<file path="src/design/sem_pkg.sv">
// Package for the Sobel edge magnitude block: constants, types and the RGB to luma function.
// Depends on nothing.
`default_nettype none
package sem_pkg;
	localparam int CFG_IDX_W = 2;
	localparam logic [CFG_IDX_W-1:0] REG_FRAME_WIDTH  = 2'd0;
	localparam logic [CFG_IDX_W-1:0] REG_FRAME_HEIGHT = 2'd1;
	localparam logic [CFG_IDX_W-1:0] REG_INPUT_IS_RGB = 2'd2;
	localparam int CFG_DATA_W = 13;

	localparam logic [11:0] WIDTH_RESET  = 12'd640;
	localparam logic [12:0] HEIGHT_RESET = 13'd480;

	localparam logic [15:0] COEF_R = 16'd14516;
	localparam logic [15:0] COEF_G = 16'd46885;
	localparam logic [15:0] COEF_B = 16'd4725;
	localparam logic [7:0]  PIX_MAX = 8'd255;

	typedef struct packed {
		logic [7:0] red;
		logic [7:0] green;
		logic [7:0] blue;
		logic [7:0] luma;
	} pixel_t;

	typedef struct packed {
		logic [7:0]  edge_value;
		logic [11:0] out_row;
		logic [10:0] out_col;
		logic        frame_end;
	} result_t;

	// Controller to datapath commands.
	typedef struct packed {
		logic load;     // capture pixel and start line store read
		logic compute;  // read data valid: form window and gradient
		logic finish;   // square root step done, register the result
	} dp_cmd_t;

	// Datapath to controller status.
	typedef struct packed {
		logic emit;     // current pixel produces a result
		logic root_busy;
	} dp_sts_t;

	function automatic logic [7:0] rgb_to_luma(input logic [7:0] r, input logic [7:0] g,
			input logic [7:0] b);
		logic [25:0] s;
		begin
			s = (26'(r) * 26'(COEF_R)) + (26'(g) * 26'(COEF_G)) + (26'(b) * 26'(COEF_B));
			rgb_to_luma = (s[25:16] > 10'd255) ? PIX_MAX : s[23:16];
		end
	endfunction
endpackage
`default_nettype wire

</file>
<file path="src/design/sem_ctrl.sv">
// Controller state machine of the Sobel block: handshakes and sequencing of the datapath.
// Depends on sem_pkg.
`default_nettype none
module sem_ctrl (
	input  wire logic             clk,
	input  wire logic             arst_n,
	input  wire logic             in_valid,
	output logic                  in_ready,
	output logic                  out_valid,
	input  wire logic             out_ready,
	input  wire sem_pkg::dp_sts_t sts,
	output sem_pkg::dp_cmd_t      cmd
);
	import sem_pkg::*;

	typedef enum logic [3:0] {
		ST_IDLE = 4'b0001,
		ST_READ = 4'b0010,
		ST_ROOT = 4'b0100,
		ST_OUT  = 4'b1000
	} state_t;

	state_t state_q;
	state_t state_d;

	always_comb begin
		state_d   = state_q;
		in_ready  = 1'b0;
		out_valid = 1'b0;
		cmd       = '0;
		unique case (state_q)
			ST_IDLE: begin
				in_ready = 1'b1;
				if (in_valid) begin
					cmd.load = 1'b1;
					state_d  = ST_READ;
				end
			end
			ST_READ: begin
				cmd.compute = 1'b1;
				state_d     = sts.emit ? ST_ROOT : ST_IDLE;
			end
			ST_ROOT: begin
				if (!sts.root_busy) begin
					cmd.finish = 1'b1;
					state_d    = ST_OUT;
				end
			end
			ST_OUT: begin
				out_valid = 1'b1;
				if (out_ready) begin
					state_d = ST_IDLE;
				end
			end
			default: state_d = ST_IDLE;
		endcase
	end

	always_ff @(posedge clk or negedge arst_n) begin
		if (!arst_n) begin
			state_q <= ST_IDLE;
		end else begin
			state_q <= state_d;
		end
	end
endmodule
`default_nettype wire

</file>
<file path="config.mk">
export PLATFORM = sky130hd
export DESIGN_NAME = sem_ctrl
export DESIGN_NICKNAME = d
export VERILOG_FILES = /design/src/design/sem_pkg.sv /design/src/design/sem_ctrl.sv
export SDC_FILE = /design/constraint.sdc
export NUM_CORES = 1
export LEC_CHECK = 0
export ABC_AREA = 1
export BUFFER_PORTS_ARGS = -buffer_cell sky130_fd_sc_hd__buf_2
export CAP_MARGIN = 0
export CORE_AREA = 2 2 39 41
export CTS_CLUSTER_SIZE = 10
export DETAILED_ROUTE_END_ITERATION = 10
export DIE_AREA = 0 0 41 43
export GPL_TIMING_DRIVEN = 1
export MAX_ROUTING_LAYER = met4
export PLACE_DENSITY = 0.48
export REMOVE_ABC_BUFFERS = 1
export SLEW_MARGIN = 0
export SYNTH_ARGS = -nofsm -noshare
export SYNTH_HDL_FRONTEND = slang
export SYNTH_SLANG_ARGS = --single-unit
</file>
<file path="constraint.sdc">
create_clock -name clk -period 1.15 [get_ports clk]
set_input_delay 0.23 -clock clk [delete_from_list [all_inputs] [get_ports clk]]
set_output_delay 0.23 -clock clk [all_outputs]
set_load 0.02 [all_outputs]
</file>
### Word level (Yosys, flattened, before mapping)

Cells that the tools add are included.

* equal/unequal tests: 7
* muxes and demuxes: 12
* reductions and logical operators: 1

Operators with widths (number)
* case mux 4 bit (4 select lines): 1
* 2-to-1 mux 4 bit: 3
* 2-to-1 mux 1 bit: 7
* != test 2 bit (second input constant): 3
* == test 4 x 1 -> 1 bit (second input constant): 1
* == test 4 x 2 -> 1 bit (second input constant): 1
* == test 4 x 3 -> 1 bit (second input constant): 1
* == test 4 bit (second input constant): 1
* 2-to-1 mux 3 bit: 1
* AND reduction 3 bit: 1

* register bits after elaboration: 4
* input port bits: 6
* output and inout bits: 5

### Longest topological paths before layout

Gate-level depths: netlist (run 1).

* depth in word-level cells: 3
* gate-level depth with buffers: 5
* depth with buffers taken out: 5

### Worst setup path after synthesis (run 1)

Ideal clock, no wire load.

* path kind: register to output
* from: register state_q[0]
* to: output port cmd[2] in the netlist's numbering
* buffers on the path: 0
* setup slack: -0.302 ns
* data required time: 0.920 ns
* data arrival time: 1.222 ns
* stages on the path, launching flop included: 5
* cells stage by stage: dfstp_2 nor2_2 nand3b_2 nand2_2 nor3_1

RTL lines
* start: declaration: line sem_ctrl.sv:23 `state_t state_q;`
* start signal: assignment: line sem_ctrl.sv:63 `state_q <= state_d;`
* end: declaration: line sem_ctrl.sv:12 `output sem_pkg::dp_cmd_t cmd`

==> results of run 1 <==
==> routing by layer <==
| metal | routed length [um] | share of wire (%) | track usage, % | up-vias |
|---|---|---|---|---|
| met4 | 7 | 1.0 | 8.00 | 0 |
| met2 | 348 | 52 | 14.1 | 13 |
| met5 | 0 | 0 | - | - |
| met1 | 258 | 39 | 7.84 | 122 |
| met3 | 53 | 7.9 | 4.71 | 2 |
| li1 | - | - | - | 147 |
==> area by class of cell <==
class                      instances  area, um^2  area share, %
timing repair buffer              21         155           31.1
multi-input combinational         21         180           36.1
inverter                           4        15.0           3.01
sequential                         4         103           20.6
clock buffer                       4        26.3           5.26
tap                               16        20.0           4.01
==> cells in the mapped netlist, types with 2 or more instances <==
library cell | instances | area share (%)
nand3_1 | 2 | 4.1
inv_1 | 3 | 4.6
nor3_1 | 2 | 4.1
nor2_1 | 3 | 4.6
dfrtp_1 | 3 | 30
nor2_2 | 4 | 10
nand3_2 | 2 | 8.1
nor4_1 | 2 | 5.1
nand2_1 | 2 | 3.0
==> per-stage QoR <==
stage	utilization, %	std cells
2_1_floorplan	-	29
3_3_place_gp	27.2	63
3_5_place_dp	27.2	63
4_1_cts	33.2	70
5_1_grt	36.1	70
6_report	36.1	70
==> cells by family after synthesis <==
| logic type | Yosys count | synth area share, % |
|---|---|---|
| flip-flops | 4 | 41.1 |
| AND/OR/NAND/NOR | 19 | 46.2 |
| AO/OA/AOI/OAI | 2 | 6.60 |
| buffers and inverters | 4 | 6.09 |
==> power by group <==
| group | internal [mW] | total [mW] | switching, mW |
|---|---|---|---|
| clock | 0.130 | 0.188 | 0.0578 |
| sequential | 0.202 | 0.264 | 0.0625 |
| combinational | 0.351 | 0.697 | 0.346 |
==> worst max path at each step <==
stage,endpoint,slack [ps],startpoint
CTS,cmd[2],-370,state_q[0]
detailed placement,cmd[2],-150,state_q[0]
finish,cmd[2],-380,state_q[0]
global route,cmd[2],-450,state_q[3]
floorplan,cmd[2],-300,state_q[0]
global placement,cmd[2],-140,state_q[0]
==> what timing repair did <==
action	in CTS	in global routing
setup buffers	2	0
hold buffers	1	0
pin swaps	1	0
setup endpoints to repair	5	7
gates resized for setup	7	11
endpoints found under the hold margin	4	0
==> impl_metrics.json, run 1 <==
{
  "status": "complete, but fails checks",
  "violations": "setup timing",
  "synth_seq_area_share_pct": 41.1,
  "drt-total-wl_um": 668,
  "clock_sinks": 4,
  "crit_slowest_cell": "dfstp_2",
  "path_depth": 3,
  "crit_fanout": 4,
  "postRouteAntennaNets": 0,
  "die_h_um": 43,
  "clock_latency_ps": 240,
  "ys_seq_elements": 4,
  "path_delay_family": "flip-flops",
  "fin_crit_sh_pct": 133,
  "dp_slack_ps": -153,
  "place.gp.congestion": 0.637,
  "critPathArrivalTime_ps": 1300,
  "drt_pass1_iterations": 2,
  "min_period_ps": 1530,
  "dieArea_mm2": 0.00176,
  "start_util_pct": 17.8,
  "reg.largest.list": "state_q (4)",
  "p_total_mw": 1.15,
  "htree_levels": 1,
  "syn_area_um2": 246,
  "vdd_drop_max_v": 0.00156,
  "setup_tns_ps": -1450,
  "synth_ff_type": "dfrtp_1",
  "p_leak_nw": 0.261,
  "hold_end": "state_q[3]",
  "whs_ps": 216,
  "synth_edf_count": 0,
  "clock_path_buffers": 2,
  "n_fill_cell": 143,
  "cts_tree": "built",
  "wire_per_inst_um": 9.54,
  "grt_usage_pct": 9.31,
  "reg2reg_to": "state_q[0]",
  "drc": 0,
  "fmax_mhz": 655,
  "final_cell_mix": "buf_4 (13), buf_2 (5), nor2_2 (4)",
  "row_count": 14,
  "core_area_mm2": 0.00138,
  "path_clk_slew_ps": 40,
  "cts_root_buf": "clkbuf_4",
  "hold_path_startpoint": "sts[0]",
  "largest_reg_flops": 4,
  "viasPerCell": 4.06,
  "r2r_start": "state_q[0]",
  "layout_commonest_cell": "buf_4",
  "criticalPathCategory": "flip-flop to output port",
  "hold_depth": 2,
  "crit_chain": "nand3_2 > nor3_2 > buf_4",
  "layout-drive-gt1-share_pct": 77.8,
  "grt_pass1_wl_um": 979,
  "yosysWarningCount": 0,
  "hold_class": "input port to flip-flop",
  "areaGrowthSynthToFinish_pct": 103,
  "critPathCaptureType": "output port",
  "startpoint_type": "flip-flop",
  "syn-instance-count": 29,
  "nNetsFinal": 61,
  "synth.avg_cell_area_um2": 8.50,
  "grt_max_degree": 5,
  "worstMarginPinSlew_ps": 215,
  "grt_pass1_vias": 273,
  "final_area_um2": 499,
  "hold_viol": 0,
  "slew_violations": 0,
  "placedInstanceArea_um2": 377,
  "antenna_found_initial": 0,
  "grt.overflow.total": 0,
  "route.vias.total": 284,
  "dpl.hpwl_um": 497,
  "pin_count": 11,
  "cp.required_ps": 920,
  "io_buffers": 10,
  "n_antenna_cell": 0,
  "dieWidth_um": 41,
  "regToRegSetupSlack_ps": 10,
  "critPathMaxStageDelay_ps": 570,
  "regMostFlops": "state_q",
  "reg2reg_depth": 4,
  "rsz0062_at_grt": "yes",
  "synthDistinctLibCells": 15,
  "drt_iter0_drc": 7,
  "max_slew_margin_pct": 85.6,
  "max_cap_violations": 0,
  "power.density_mw_per_mm2": 2300,
  "setup_ws_ps": -377,
  "setup_viol": 5,
  "synthArstFlopShare_pct": 100,
  "finClkSkew_ps": 6.01,
  "cts_inserted_buffers": 3,
  "crit_buf_inv": 1
}
No activity file was read; power rests on OpenSTA's default activity.
==> inputs of run 2 (changes only) <==
- CORE_AREA: 2 2 39 41 -> 3 3 40 42
- DIE_AREA: 0 0 41 43 -> 0 0 43 45
==> impl_metrics.json, run 2 (synthesized netlist as in run 1, its figures left out) <==
{
  "crit_chain": "nor2_2 > nand3_2 > nand2_2 > nor3_2 > buf_4",
  "setup_viol": 5,
  "max_slew_margin_pct": 84.5,
  "status": "complete, but fails checks",
  "p_sw_share_pct": 39.8,
  "critPathArrivalTime_ps": 1270,
  "drt_iter0_drc": 2,
  "dieArea_mm2": 0.00194,
  "whs_ps": 233,
  "grt_max_degree": 5,
  "grt.overflow.total": 0,
  "clock_latency_ps": 230,
  "use_met1_pct": 7.77,
  "layout-drive-gt1-share_pct": 72.7,
  "io_buffers": 10,
  "hold_class": "input port to flip-flop",
  "postRouteAntennaNets": 0,
  "start_util_pct": 19.2,
  "regMostFlops": "state_q",
  "pwr-share-clk_pct": 16.1,
  "core_area_mm2": 0.00128,
  "fmax_mhz": 665,
  "power_frac_seq_pct": 21.7,
  "crit_buf_inv": 1,
  "violations": "setup timing",
  "power_frac_comb_pct": 62.2,
  "globalRouteMet3Util_pct": 0.398,
  "dp_slack_ps": -122,
  "clock_sinks": 4,
  "setup_ws_ps": -353,
  "hold_viol": 0,
  "place.gp.congestion": 0.648,
  "crit_fanout": 3,
  "cp.required_ps": 920,
  "n_antenna_cell": 0,
  "p_leak_nw": 0.269,
  "worstMarginPinSlew_ps": 231,
  "path_clk_slew_ps": 40,
  "route.vias.total": 287,
  "min_period_ps": 1500,
  "cts_inserted_buffers": 3,
  "crit_slowest_cell": "dfstp_2",
  "dpl.hpwl_um": 501,
  "slew_violations": 0,
  "largest_reg_flops": 4,
  "wire_per_inst_um": 9.29,
  "dieWidth_um": 43,
  "critPathMaxStageDelay_ps": 560,
  "top_usage_layer": "met2",
  "max_cap_violations": 0,
  "grt_pass1_wl_mm": 1.06,
  "nNetsFinal": 62,
  "layout_commonest_cell": "buf_4",
  "cts_root_buf": "clkbuf_4",
  "finClkSkew_ps": 3.01,
  "power.density_mw_per_mm2": 2330,
  "p_sw_mw": 0.471,
  "cts_tree": "built",
  "antenna_found_initial": 0,
  "rsz0062_at_grt": "yes",
  "critPathCaptureType": "output port",
  "clock_path_buffers": 2,
  "path_delay_family": "flip-flops",
  "criticalPathCategory": "flip-flop to output port",
  "areaGrowthSynthToFinish_pct": 106,
  "startpoint_type": "flip-flop",
  "htree_levels": 1,
  "die_h_um": 45,
  "grt_util_met2_pct": 13.8,
  "drt-total-wl_um": 650,
  "viasPerCell": 4.10,
  "vdd_drop_max_v": 0.00130,
  "grt_pass1_vias": 291,
  "grt_usage_pct": 7.31,
  "row_count": 13,
  "p_int_mw": 0.712,
  "drt_pass1_iterations": 3,
  "final_cell_mix": "buf_4 (13), buf_2 (6)",
  "drc": 0,
  "fin_crit_sh_pct": 131,
  "reg.largest.list": "state_q (4)",
  "pin_count": 11
}
-- run 2: area by class of cell --
type	count	area, um^2
Fill cell	138	777
Multi-Input combinational cell	21	184
Timing Repair Buffer	22	160
Sequential cell	4	104
Clock buffer	4	26.3
Tap cell	15	18.8
Inverter	4	15.0
-- run 2: repair_timing --
action	CTS	global route
buffers inserted	0	3
hold buffers	1	0
pin swaps	0	2
hold endpoints to repair	4	0
setup endpoints to repair	5	8
gates resized for setup	4	13
-- run 2: path summary, 6_finish.rpt --
check | startpoint | endpoint | slack (ps) | cells after the start
setup / recovery | state_q[0] | cmd[2] | -350 | 5
hold / removal | sts[0] | state_q[3] | 230 | 2
setup reg to reg | state_q[3] | state_q[0] | 30 | 6
hold reg to reg | state_q[1] | state_q[3] | 660 | 3
max in group asynchronous | arst_n | state_q[0] | 620 | 2
min in group asynchronous | arst_n | state_q[1] | 330 | 2
-- run 2: routing by layer --
metal | part of all wire (%) | wire, um
met3 | 4.5 | 29
met2 | 56 | 364
met5 | 0 | 0
met4 | 0 | 0
met1 | 40 | 257
-- run 2: worst reg2reg max path, cell delays in order (launching register included) --
cell and delay, ps:
dfrtp_2 430, buf_4 150, nor2_4 110, nand2_1 70, buf_4 140, nand3_1 90
o21bai_2 60
-- run 2: power by group through the flow --
stage               Combinational, mW  Clock (mW)  Sequential, mW
floorplan                       0.293           0           0.245
global placement                0.495           0           0.248
detailed placement              0.496           0           0.247
CTS                             0.541       0.192           0.246
global route                    0.810       0.193           0.264
finish                          0.735       0.191           0.257
-- run 2: per-stage QoR --
stage | instances | instance area [um^2] | TNS (ps) | power (mW) | util [%]
floorplan | 29 | 246 | -734 | 0.538 | -
detailed placement | 62 | 375 | -334 | 0.743 | 29.2
finish | 70 | 508 | -1600 | 1.18 | 39.5
CTS | 67 | 425 | -1480 | 0.978 | 33.1
global route | 70 | 508 | -2030 | 1.27 | 39.5
global placement | 62 | 375 | -313 | 0.744 | 29.2
==> inputs of run 3 (changes only) <==
- SETUP_SLACK_MARGIN: default -> 0.15
==> impl_metrics.json, run 3 (synthesized netlist as in run 1, its figures left out) <==
{
  "status": "complete, but fails checks",
  "violations": "setup timing",
  "pin_count": 11,
  "layout-drive-gt1-share_pct": 72.7,
  "slew_violations": 0,
  "row_count": 13,
  "grt_pass1_wl_mm": 1.06,
  "rsz0062_at_grt": "yes",
  "final_cell_mix": "buf_4 (14), buf_2 (6)",
  "startpoint_type": "flip-flop",
  "nNetsFinal": 62,
  "critPathArrivalTime_ps": 1270,
  "largest_reg_flops": 4,
  "grt_pass1_vias": 290,
  "instances_no_fill": 70,
  "start_util_pct": 19.2,
  "dp_slack_ps": -122,
  "fin_util_pct": 39.2,
  "criticalPathCategory": "flip-flop to output port",
  "areaGrowthSynthToFinish_pct": 105,
  "clock_path_buffers": 2,
  "layout_commonest_cell": "buf_4",
  "path_clk_slew_ps": 40,
  "die_h_um": 45,
  "htree_levels": 1,
  "min_period_ps": 1500,
  "whs_ps": 234,
  "clock_latency_ps": 230,
  "route.vias.total": 291,
  "p_total_mw": 1.17,
  "drt-total-wl_um": 681,
  "crit_fanout": 4,
  "hold_viol": 0,
  "drc": 0,
  "fin_crit_sh_pct": 131,
  "dieArea_mm2": 0.00194,
  "max_slew_margin_pct": 84.5,
  "fmax_mhz": 665,
  "power.density_mw_per_mm2": 2330,
  "dpl.hpwl_um": 501,
  "final_area_um2": 504,
  "worstMarginPinSlew_ps": 231,
  "wire_per_inst_um": 9.73,
  "grt_usage_pct": 7.31,
  "placed_cells": 62,
  "setup_ws_ps": -354,
  "io_buffers": 10,
  "cts_tree": "built",
  "drt_pass1_iterations": 3,
  "finClkSkew_ps": 4.77,
  "cp.required_ps": 920,
  "drt_iter0_drc": 2,
  "viasPerCell": 4.16,
  "grt_max_degree": 5,
  "regMostFlops": "state_q",
  "placedInstanceArea_um2": 375,
  "place.gp.congestion": 0.648,
  "critPathCaptureType": "output port",
  "dieWidth_um": 43,
  "setup_tns_ps": -1600,
  "core_area_mm2": 0.00128,
  "vdd_drop_max_v": 0.00123,
  "n_fill_cell": 141,
  "clock_sinks": 4,
  "reg.largest.list": "state_q (4)",
  "n_antenna_cell": 0,
  "hold_class": "input port to flip-flop",
  "max_cap_violations": 0,
  "cts_root_buf": "clkbuf_4",
  "grt.overflow.total": 0,
  "setup_viol": 5,
  "postRouteAntennaNets": 0,
  "p_leak_nw": 0.268,
  "cts_inserted_buffers": 3,
  "antenna_found_initial": 0
}
-- run 3: cell counts in the layout (fill, tap and decap cells not counted) --
Identical to the previous run, type by type.
-- run 3: layer usage --
metal	GRT usage (%)	wire length, um	vias up
met3	0.398	29	0
met4	3.61	0	0
li1	-	-	149
met1	7.77	269	133
met5	-	0	-
met2	13.8	382	9
-- run 3: path summary, 6_finish.rpt --
check / startpoint / endpoint / slack [ps] / cells after the start
worst min register to register: state_q[1] / state_q[3] / 660 / 3
max in group asynchronous: arst_n / state_q[0] / 610 / 2
worst max-delay path: state_q[2] / cmd[2] / -350 / 4
worst min-delay path: sts[0] / state_q[3] / 230 / 2
min in group asynchronous: arst_n / state_q[1] / 330 / 2
worst max register to register: state_q[3] / state_q[0] / 20 / 6
-- run 3: power by group --
part | switching, mW | internal [mW] | leakage (nW)
combinational | 0.355 | 0.374 | 0.206
clock | 0.0596 | 0.130 | 0.0150
sequential | 0.0551 | 0.200 | 0.0475
-- run 3: cell type report --
class / count / area (um^2) / area share (%)
timing repair buffer: 22 / 156 / 31.0
sequential: 4 / 104 / 20.6
tap: 15 / 18.8 / 3.72
multi-input combinational: 21 / 184 / 36.5
clock buffer: 4 / 26.3 / 5.21
inverter: 4 / 15.0 / 2.98
-- run 3: timing repair --
action,in CTS,in global routing
hold endpoints to repair,4,0
hold buffers,1,0
resized for setup,5,11
pin swaps,0,2
buffers inserted,0,3
setup endpoints to repair,9,9
-- run 3: critical path, cell delays in order (launching register included) --
cell,delay (ps)
dfrtp_2,440
nor2_4,150
nand3_4,110
nor3_2,180
buf_4,160
